$ cat src/rtl/ctt_pkg.sv
// shared types and constants for the task tick table
package ctt_pkg;

    localparam int TICKS_W     = 29;
    localparam int DUE_W       = 8;
    localparam int MS_W        = 32;
    localparam int RES_CNT_W   = 5;
    localparam int MAX_RESULTS = 16;
    localparam int ENTRY_W     = 2 * TICKS_W + DUE_W;

    // floor(x / 10) == (x * RECIP) >> RECIP_SHIFT for every 32-bit x
    localparam logic [MS_W-1:0] TICK_RECIP  = 32'hCCCC_CCCD;
    localparam int              RECIP_SHIFT = 35;

    localparam logic [DUE_W-1:0] DUE_MAX = 8'd255;

    typedef enum logic [1:0] {
        KIND_TICK = 2'd0,
        KIND_ADD  = 2'd1,
        KIND_DEL  = 2'd2,
        KIND_DISP = 2'd3
    } kind_t;

    typedef enum logic [2:0] {
        ST_IDLE,
        ST_DIV0,
        ST_DIV1,
        ST_DIV2,
        ST_START,
        ST_WALK,
        ST_FINISH
    } state_t;

    typedef struct packed {
        logic [TICKS_W-1:0] delay;
        logic [TICKS_W-1:0] period;
        logic [DUE_W-1:0]   due;
    } entry_t;

    typedef struct packed {
        logic [3:0]       slot_index;
        logic             accepted;
        logic [DUE_W-1:0] due_count;
        logic             last;
    } res_t;

    localparam res_t RES_NONE = '{slot_index: 4'd0, accepted: 1'b0,
                                  due_count: 8'd0, last: 1'b1};

endpackage

$ cat src/rtl/ctt_if.sv
// handshake channels for command and result words
interface ctt_cmd_if;
    logic        valid;
    logic        ready;
    logic [1:0]  kind;
    logic [31:0] delay_ms;
    logic [31:0] period_ms;
    logic [7:0]  slot_id;

    modport source (output valid, kind, delay_ms, period_ms, slot_id, input ready);
    modport sink   (input valid, kind, delay_ms, period_ms, slot_id, output ready);
    modport mon    (input valid, ready, kind, delay_ms, period_ms, slot_id);
endinterface

interface ctt_res_if;
    logic       valid;
    logic       ready;
    logic [3:0] slot_index;
    logic       accepted;
    logic [7:0] due_count;
    logic       last;

    modport source (output valid, slot_index, accepted, due_count, last, input ready);
    modport sink   (input valid, slot_index, accepted, due_count, last, output ready);
    modport mon    (input valid, ready, slot_index, accepted, due_count, last);
endinterface

$ cat src/rtl/ctt_ram.sv
// generic single-port-write, registered-read ram
module ctt_ram #(
    parameter int WIDTH = 8,
    parameter int DEPTH = 16,
    parameter int AW    = (DEPTH > 1) ? $clog2(DEPTH) : 1
) (
    input  logic             clk,
    input  logic             we,
    input  logic [AW-1:0]    waddr,
    input  logic [WIDTH-1:0] wdata,
    input  logic             re,
    input  logic [AW-1:0]    raddr,
    output logic [WIDTH-1:0] rdata
);

    logic [WIDTH-1:0] mem [DEPTH];

    always_ff @(posedge clk)
    begin
        if (we)
        begin
            mem[waddr] <= wdata;
        end
        if (re)
        begin
            rdata <= mem[raddr];
        end
    end

endmodule

$ cat src/rtl/cooperative_task_tick_table.sv
// task tick table: one item at a time, table entries held in a ram
// add: two passes through one 32x32 multiplier before the result register
// tick and dispatch: one ram read per entry; tick writes each back, dispatch due ones
// delete: later entries move down one; none for the last entry or a rejected slot
// output stalls add cycles; a new word is taken only when the previous one is done
// reset clears the task count and output valid; table contents stay undefined
module cooperative_task_tick_table
    import ctt_pkg::*;
#(
    parameter int MAX_TASKS = 16
) (
    input  logic      clk,
    input  logic      rst_n,
    ctt_cmd_if.sink   cmd,
    ctt_res_if.source res
);

    localparam int IDX_W = (MAX_TASKS > 1) ? $clog2(MAX_TASKS) : 1;
    localparam int CNT_W = $clog2(MAX_TASKS + 1);

    state_t               state_reg, state_next;
    kind_t                kind_reg;
    logic [MS_W-1:0]      dms_reg, pms_reg;
    logic [CNT_W-1:0]     cnt_reg, cnt_next;
    logic [IDX_W-1:0]     idx_reg, idx_next;
    logic [IDX_W-1:0]     last_idx_reg, last_idx_next;
    logic [RES_CNT_W-1:0] nres_reg, nres_next;
    logic                 pend_valid_reg, pend_valid_next;
    res_t                 pend_reg, pend_next;
    res_t                 res_reg, res_next;
    logic                 out_valid_reg, out_valid_next;
    res_t                 out_reg, out_next;
    logic [2*MS_W-1:0]    prod_reg;
    logic [TICKS_W-1:0]   qd_reg;

    logic [MS_W-1:0]      mul_a;
    logic                 ram_we, ram_re;
    logic [IDX_W-1:0]     ram_waddr, ram_raddr;
    entry_t               ram_wdata;
    logic [ENTRY_W-1:0]   ram_rdata;
    entry_t               ent;
    logic                 out_free;
    logic                 adv;
    logic [7:0]           cnt8;
    res_t                 fin_res;

    function automatic logic [3:0] slot4(input logic [IDX_W-1:0] i);
        logic [IDX_W+3:0] w;
        w = {4'b0000, i};
        return w[3:0];
    endfunction

    ctt_ram #(
        .WIDTH (ENTRY_W),
        .DEPTH (MAX_TASKS)
    ) u_ram (
        .clk   (clk),
        .we    (ram_we),
        .waddr (ram_waddr),
        .wdata (ram_wdata),
        .re    (ram_re),
        .raddr (ram_raddr),
        .rdata (ram_rdata)
    );

    assign ent      = entry_t'(ram_rdata);
    assign out_free = !out_valid_reg || res.ready;
    assign cnt8     = 8'(cnt_reg);
    assign mul_a    = (state_reg == ST_DIV0) ? dms_reg : pms_reg;

    assign cmd.ready      = (state_reg == ST_IDLE);
    assign res.valid      = out_valid_reg;
    assign res.slot_index = out_reg.slot_index;
    assign res.accepted   = out_reg.accepted;
    assign res.due_count  = out_reg.due_count;
    assign res.last       = out_reg.last;

    always_comb
    begin
        fin_res = res_reg;
        if (kind_reg == KIND_DISP)
        begin
            if (pend_valid_reg)
            begin
                fin_res      = pend_reg;
                fin_res.last = 1'b1;
            end
            else
            begin
                fin_res = RES_NONE;
            end
        end
    end

    always_comb
    begin
        state_next      = state_reg;
        cnt_next        = cnt_reg;
        idx_next        = idx_reg;
        last_idx_next   = last_idx_reg;
        nres_next       = nres_reg;
        pend_valid_next = pend_valid_reg;
        pend_next       = pend_reg;
        res_next        = res_reg;
        out_valid_next  = out_valid_reg;
        out_next        = out_reg;
        ram_we          = 1'b0;
        ram_re          = 1'b0;
        ram_waddr       = idx_reg;
        ram_raddr       = idx_reg;
        ram_wdata       = ent;
        adv             = 1'b1;

        if (out_valid_reg && res.ready)
        begin
            out_valid_next = 1'b0;
        end

        case (state_reg)
            ST_IDLE:
            begin
                if (cmd.valid)
                begin
                    pend_valid_next = 1'b0;
                    nres_next       = '0;
                    res_next        = RES_NONE;
                    case (kind_t'(cmd.kind))
                        KIND_TICK, KIND_DISP:
                        begin
                            if (cnt_reg == '0)
                            begin
                                state_next = ST_FINISH;
                            end
                            else
                            begin
                                idx_next      = '0;
                                last_idx_next = IDX_W'(cnt_reg - CNT_W'(1));
                                state_next    = ST_START;
                            end
                        end
                        KIND_ADD:
                        begin
                            if (cnt_reg == CNT_W'(MAX_TASKS))
                            begin
                                state_next = ST_FINISH;
                            end
                            else
                            begin
                                state_next = ST_DIV0;
                            end
                        end
                        KIND_DEL:
                        begin
                            if (cmd.slot_id >= cnt8)
                            begin
                                state_next = ST_FINISH;
                            end
                            else
                            begin
                                res_next = '{slot_index: cmd.slot_id[3:0], accepted: 1'b1,
                                             due_count: 8'd0, last: 1'b1};
                                if (cmd.slot_id == cnt8 - 8'd1)
                                begin
                                    // removing the last entry moves nothing
                                    cnt_next   = cnt_reg - CNT_W'(1);
                                    state_next = ST_FINISH;
                                end
                                else
                                begin
                                    idx_next      = IDX_W'(cmd.slot_id) + IDX_W'(1);
                                    last_idx_next = IDX_W'(cnt_reg - CNT_W'(1));
                                    state_next    = ST_START;
                                end
                            end
                        end
                        default:
                        begin
                            state_next = ST_FINISH;
                        end
                    endcase
                end
            end

            ST_DIV0:
            begin
                state_next = ST_DIV1;
            end

            ST_DIV1:
            begin
                state_next = ST_DIV2;
            end

            ST_DIV2:
            begin
                ram_we           = 1'b1;
                ram_waddr        = IDX_W'(cnt_reg);
                ram_wdata.delay  = qd_reg;
                ram_wdata.period = prod_reg[2*MS_W-1:RECIP_SHIFT];
                ram_wdata.due    = '0;
                cnt_next         = cnt_reg + CNT_W'(1);
                res_next         = '{slot_index: slot4(IDX_W'(cnt_reg)), accepted: 1'b1,
                                     due_count: 8'd0, last: 1'b1};
                state_next       = ST_FINISH;
            end

            ST_START:
            begin
                ram_re     = 1'b1;
                ram_raddr  = idx_reg;
                state_next = ST_WALK;
            end

            ST_WALK:
            begin
                case (kind_reg)
                    KIND_TICK:
                    begin
                        ram_we = 1'b1;
                        if (ent.delay != '0)
                        begin
                            ram_wdata.delay = ent.delay - TICKS_W'(1);
                        end
                        else
                        begin
                            ram_wdata.delay = ent.period;
                            if (ent.due != DUE_MAX)
                            begin
                                ram_wdata.due = ent.due + DUE_W'(1);
                            end
                        end
                    end
                    KIND_DEL:
                    begin
                        // entry moves one position down
                        ram_we    = 1'b1;
                        ram_waddr = idx_reg - IDX_W'(1);
                    end
                    KIND_DISP:
                    begin
                        if (ent.due != '0 && nres_reg < RES_CNT_W'(MAX_RESULTS))
                        begin
                            if (pend_valid_reg && !out_free)
                            begin
                                adv = 1'b0;
                            end
                            else
                            begin
                                // held result goes out once a later one is found
                                if (pend_valid_reg)
                                begin
                                    out_valid_next = 1'b1;
                                    out_next       = pend_reg;
                                end
                                pend_valid_next = 1'b1;
                                pend_next       = '{slot_index: slot4(idx_reg), accepted: 1'b1,
                                                    due_count: ent.due, last: 1'b0};
                                nres_next       = nres_reg + RES_CNT_W'(1);
                                ram_we          = 1'b1;
                                ram_wdata.due   = '0;
                            end
                        end
                    end
                    default:
                    begin
                        adv = 1'b1;
                    end
                endcase

                if (adv)
                begin
                    if (idx_reg == last_idx_reg)
                    begin
                        if (kind_reg == KIND_DEL)
                        begin
                            cnt_next = cnt_reg - CNT_W'(1);
                        end
                        state_next = ST_FINISH;
                    end
                    else
                    begin
                        idx_next  = idx_reg + IDX_W'(1);
                        ram_re    = 1'b1;
                        ram_raddr = idx_reg + IDX_W'(1);
                    end
                end
            end

            ST_FINISH:
            begin
                if (out_free)
                begin
                    out_valid_next = 1'b1;
                    out_next       = fin_res;
                    state_next     = ST_IDLE;
                end
            end

            default:
            begin
                state_next = ST_IDLE;
            end
        endcase
    end

    always_ff @(posedge clk or negedge rst_n)
    begin
        if (!rst_n)
        begin
            state_reg      <= ST_IDLE;
            cnt_reg        <= '0;
            out_valid_reg  <= 1'b0;
            pend_valid_reg <= 1'b0;
            nres_reg       <= '0;
        end
        else
        begin
            state_reg      <= state_next;
            cnt_reg        <= cnt_next;
            out_valid_reg  <= out_valid_next;
            pend_valid_reg <= pend_valid_next;
            nres_reg       <= nres_next;
        end
    end

    always_ff @(posedge clk)
    begin
        if (cmd.valid && cmd.ready)
        begin
            kind_reg <= kind_t'(cmd.kind);
            dms_reg  <= cmd.delay_ms;
            pms_reg  <= cmd.period_ms;
        end
        if (state_reg == ST_DIV1)
        begin
            qd_reg <= prod_reg[2*MS_W-1:RECIP_SHIFT];
        end
        prod_reg     <= (2*MS_W)'(mul_a) * (2*MS_W)'(TICK_RECIP);
        idx_reg      <= idx_next;
        last_idx_reg <= last_idx_next;
        pend_reg     <= pend_next;
        res_reg      <= res_next;
        out_reg      <= out_next;
    end

endmodule

$ cat src/flat_wrapper.sv
// flat-port wrapper written by rule: the top's interface ports become plain ports
module cooperative_task_tick_table_flat import ctt_pkg::*;
#(
    parameter int MAX_TASKS = 16
)
  (clk, rst_n, cmd_valid, cmd_kind, cmd_delay_ms, cmd_period_ms, cmd_slot_id, cmd_ready, res_valid, res_slot_index, res_accepted, res_due_count, res_last, res_ready);
  ctt_cmd_if cmd_i ();
  ctt_res_if res_i ();
  input  logic clk;
  input  logic rst_n;
  input wire logic [$bits(cmd_i.valid)-1:0] cmd_valid;
  input wire logic [$bits(cmd_i.kind)-1:0] cmd_kind;
  input wire logic [$bits(cmd_i.delay_ms)-1:0] cmd_delay_ms;
  input wire logic [$bits(cmd_i.period_ms)-1:0] cmd_period_ms;
  input wire logic [$bits(cmd_i.slot_id)-1:0] cmd_slot_id;
  output wire logic [$bits(cmd_i.ready)-1:0] cmd_ready;
  output wire logic [$bits(res_i.valid)-1:0] res_valid;
  output wire logic [$bits(res_i.slot_index)-1:0] res_slot_index;
  output wire logic [$bits(res_i.accepted)-1:0] res_accepted;
  output wire logic [$bits(res_i.due_count)-1:0] res_due_count;
  output wire logic [$bits(res_i.last)-1:0] res_last;
  input wire logic [$bits(res_i.ready)-1:0] res_ready;
  assign cmd_i.valid = cmd_valid;
  assign cmd_i.kind = cmd_kind;
  assign cmd_i.delay_ms = cmd_delay_ms;
  assign cmd_i.period_ms = cmd_period_ms;
  assign cmd_i.slot_id = cmd_slot_id;
  assign cmd_ready = cmd_i.ready;
  assign res_valid = res_i.valid;
  assign res_slot_index = res_i.slot_index;
  assign res_accepted = res_i.accepted;
  assign res_due_count = res_i.due_count;
  assign res_last = res_i.last;
  assign res_i.ready = res_ready;
  cooperative_task_tick_table #(.MAX_TASKS(MAX_TASKS)) u_core (.clk(clk), .rst_n(rst_n), .cmd(cmd_i), .res(res_i));
endmodule
$ cat config.mk
export PLATFORM = sky130hd
export DESIGN_NAME = cooperative_task_tick_table_flat
export DESIGN_NICKNAME = d
export VERILOG_FILES = /design/src/rtl/ctt_pkg.sv /design/src/rtl/ctt_if.sv /design/src/rtl/ctt_ram.sv /design/src/rtl/cooperative_task_tick_table.sv /design/src/flat_wrapper.sv
export SDC_FILE = /design/constraint.sdc
export NUM_CORES = 2
export LEC_CHECK = 0
export BUFFER_PORTS_ARGS = -buffer_cell sky130_fd_sc_hd__buf_2
export CORE_MARGIN = 2
export CORE_UTILIZATION = 60
export CTS_BUF_LIST = sky130_fd_sc_hd__clkbuf_16
export DETAILED_ROUTE_END_ITERATION = 8
export PLACE_DENSITY = 0.73
export SETUP_SLACK_MARGIN = 0.5
export SLEW_MARGIN = 40
export SYNTH_ARGS = -nofsm -noshare
export SYNTH_HDL_FRONTEND = slang
export SYNTH_HIERARCHICAL = 1
export SYNTH_SLANG_ARGS = --single-unit
$ cat constraint.sdc
create_clock -name clk -period 13.11 [get_ports clk]
set_input_delay 0.6555 -clock clk [delete_from_list [all_inputs] [get_ports clk]]
set_output_delay 0.6555 -clock clk [all_outputs]
set_load 0.02 [all_outputs]
==> results_dict.tcl <==
set metrics [dict create \
    synthCells 4242 \
    wl_met3_mm 20.54 \
    path_buf_inv 4 \
    end_kind "flop" \
    clock-sinks 1300 \
    netlist_area_um2 67080 \
    grt_use_total 0.3047 \
    ys_ff_latch 1300 \
    grt_max_degree 93 \
    detail-route-antenna-nets 0 \
    slowest_delay_ns 0.65 \
    dr_wl_met2_mm 78.16 \
    cts_buffer_depth 3 \
    startpoint_type "flop" \
    path_max_fanout 44 \
    dr.first_iter.drc_count 4797 \
    dp_hpwl_mm 113.0 \
    grt-ovfl-total 0 \
    hold_viol_final 0 \
    min_period_ns 10.06 \
    status "complete, no violations" \
    drc 0 \
    cts_tree "yes" \
    critPathRequiredTime_ns 13.73 \
    hold_path_class "in2reg" \
    die_h_um 338.4 \
    wl_per_cell_um 28.61 \
    synth_edf_count 1256 \
    cts_buffers 133 \
    first_global_vias 37860 \
    vias 37980 \
    worst_slew_pin_slew_ns 0.8850 \
    wl_mm 172.3 \
    drive_gt1_frac 0.1586 \
    crit_slowest_cell "mux2i_1" \
    wl_met1_mm 68.16 \
    whs_ns 0.08629 \
    reg_top3 "u_core/u_ram/mem x1056, u_core/u_ram/rdata x66" \
    final.setup.tns_ns 0 \
    top_layer_used "met5" \
    arrival_ns 10.67 \
    worstSetupPathType "reg2reg" \
    top_register "u_core/u_ram/mem" \
    skew_ns 0.03794 \
    rsz0062_at_grt "false" \
    nFillCells 7624 \
    period_share 0.7671 \
    via_per_inst 6.306 \
    fmax_mhz 99.43 \
    first_pass_iters 6 \
    synth_flop_cell "edfxtp_1" \
    rows 122 \
    pin_count 94 \
    final_cell_area_um2 73950 \
    largest_reg_flops 1056 \
    core_um2 110800 \
    start_util 0.6053 \
    setup_viol 0 \
    slew_headroom 0.4100 \
    crit_family "adder cells" \
    async_reset_ff_frac 0.01154 \
    synth_nets 5065 \
    place_area_um2 69730 \
    path_common_cell "fa_1" \
    synth_area_per_cell_um2 15.81 \
    place_congestion 1.001 \
    clock_latency_ns 0.75 \
    dieArea_um2 114500 \
    fin_nets 5250 \
    syn_to_final_growth_pct 10.25 \
    cts-root-buf "clkbuf_16" \
    yosysSeqAreaShare 0.5765 \
    maxCapViolCount 0 \
    clk_pin_slew_ns 0.06 \
    port_buffers 93 \
    ys_types 75 \
    finalMaxSlewViolations 0 \
    die_w_um 338.4 \
    cts_max_level 4 \
    grt_antenna_before_repair 13 \
    yosys_warnings 6 \
    grt_pass1_wl_mm 251.6 \
]
[worst reg2reg max path, cell delays in order (launching register included)]
cell and delay (ns):
dfrtp_1 0.58, nor3b_4 0.26, buf_4 0.56, mux2i_1 0.70, inv_1 0.28, ha_1 0.48, xor2_1 0.19, ha_1 0.21
a21o_1 0.19, fa_1 0.54, inv_1 0.05, fa_1 0.52, inv_1 0.06, fa_1 0.55, fa_1 0.43, fa_1 0.51
fa_1 0.42, ha_1 0.34, nand2_1 0.12, nor4_1 0.42, nand3_1 0.17, a2111oi_0 0.63, o21bai_1 0.20, a31oi_1 0.57
o311ai_1 0.25, a21boi_0 0.42, mux2i_1 0.23, nand2_1 0.06
[per-layer routing]
layer  track usage  vias up
li1              -    16010
met3       0.08356      306
met1        0.4486    19470
met2        0.4482     2184
met5      0.004167        -
met4       0.09481        8
[worst paths after layout]
path | slack (ns) | cells past startpoint | end | from
worst min register to register | 0.43 | 0 | u_core/qd_reg[2] | u_core/prod_reg[37]
worst min-delay path | 0.09 | 1 | u_core/pms_reg[15] | cmd_period_ms[15]
min in group asynchronous | 0.48 | 2 | u_core/pend_valid_reg | rst_n
worst max-delay path | 3.05 | 27 | u_core/prod_reg[57] | u_core/state_reg[2]
max in group asynchronous | 12.33 | 2 | u_core/state_reg[1] | rst_n
worst max register to register | 3.05 | 27 | u_core/prod_reg[57] | u_core/state_reg[2]
[what timing repair did]
action                                  in CTS  in global routing
gates resized for setup                      0                  0
setup buffers                                0                  0
hold buffers                                 1                  0
endpoints found under the setup margin       0                  0
hold endpoints to repair                    15                  0
[cell usage after synthesis (8+ instances only)]
library cell  instances  area [um2]
a211oi_1             11       82.58
a21o_1               49       367.9
a21oi_1              95       475.5
a221o_1               8       80.08
a22oi_1             147        1104
a31oi_1               9       56.30
and2_1               22       137.6
and3_1               12       75.07
buf_1                14       52.55
buf_2                10       50.05
buf_4                16       120.1
clkbuf_1             90       337.8
dfrtp_1              15       375.4
dfxtp_1              29       580.6
edfxtp_1           1256       37720
fa_1                385        7707
ha_1                360        4504
inv_1               577        2166
mux2_2               33       371.6
mux2i_1              13       130.1
mux4_2              264        5946
nand2_1             270        1013
nand2b_1             15       93.84
nand3_1              35       175.2
nand4_1              25       156.4
nor2_1               91       341.6
nor2b_1              10       62.56
nor3_1               29       145.1
nor4_1               13       81.33
o21ai_0              90       450.4
o31ai_1              10       75.07
or3_1                 9       56.30
xnor2_1              67       586.8
xor2_1               53       464.2
[kinds of logic (layout without fill, tap and decap cells)]
kind of cell               Yosys count  count (layout)  synth area share
AOI/OAI and AO/OA                  485             485           0.04813
xor gates and xnor gates           120             120           0.01567
adders and majority gates          745             745            0.1821
buffers and inverters              714             999           0.04182
DFF                               1300            1300            0.5765
muxes                              310             310           0.09612
other                                0               7                 0
and+or+nand+nor                    568             568           0.03968
[cell type report]
cell class              count  area, um2  area share
flip-flops and latches   1300      38670      0.5230
multi-input cells        2228      25820      0.3492
repair buffers            187       1287     0.01741
diodes                      7      17.52   0.0002369
clock inverters           100      743.2     0.01005
clock buffers             135       3378     0.04568
inverters                 577       2166     0.02929
well taps                1488       1862     0.02518
[per-stage QoR]
| stage | cells | utilization | setup WS (ns) |
|---|---|---|---|
| floorplan | 4242 | - | 3.979 |
| finish | 6022 | 0.6673 | 3.053 |
| CTS | 6013 | 0.6665 | 3.367 |
| global placement | 5769 | 0.6279 | 3.700 |
| global route | 6016 | 0.6672 | 2.662 |
| detailed placement | 5777 | 0.6293 | 3.373 |
[placed cells by master, fill, tap and decap left out, types with 66 or more instances in the layout]
master     Yosys  layout
xnor2_1       67      66
fa_1         385     385
nor2_1        91      73
o21ai_0       90      87
buf_4         16      74
inv_1        577     608
nand2_1      270     270
ha_1         360     360
clkbuf_16      0     135
mux4_2       264     264
edfxtp_1    1256    1256
buf_2         10      97
a22oi_1      147     147
a21oi_1       95      95
Power is left out: the tool's default activity adds up to more than one toggle a clock period on the data nets, which glitch-free logic cannot reach.
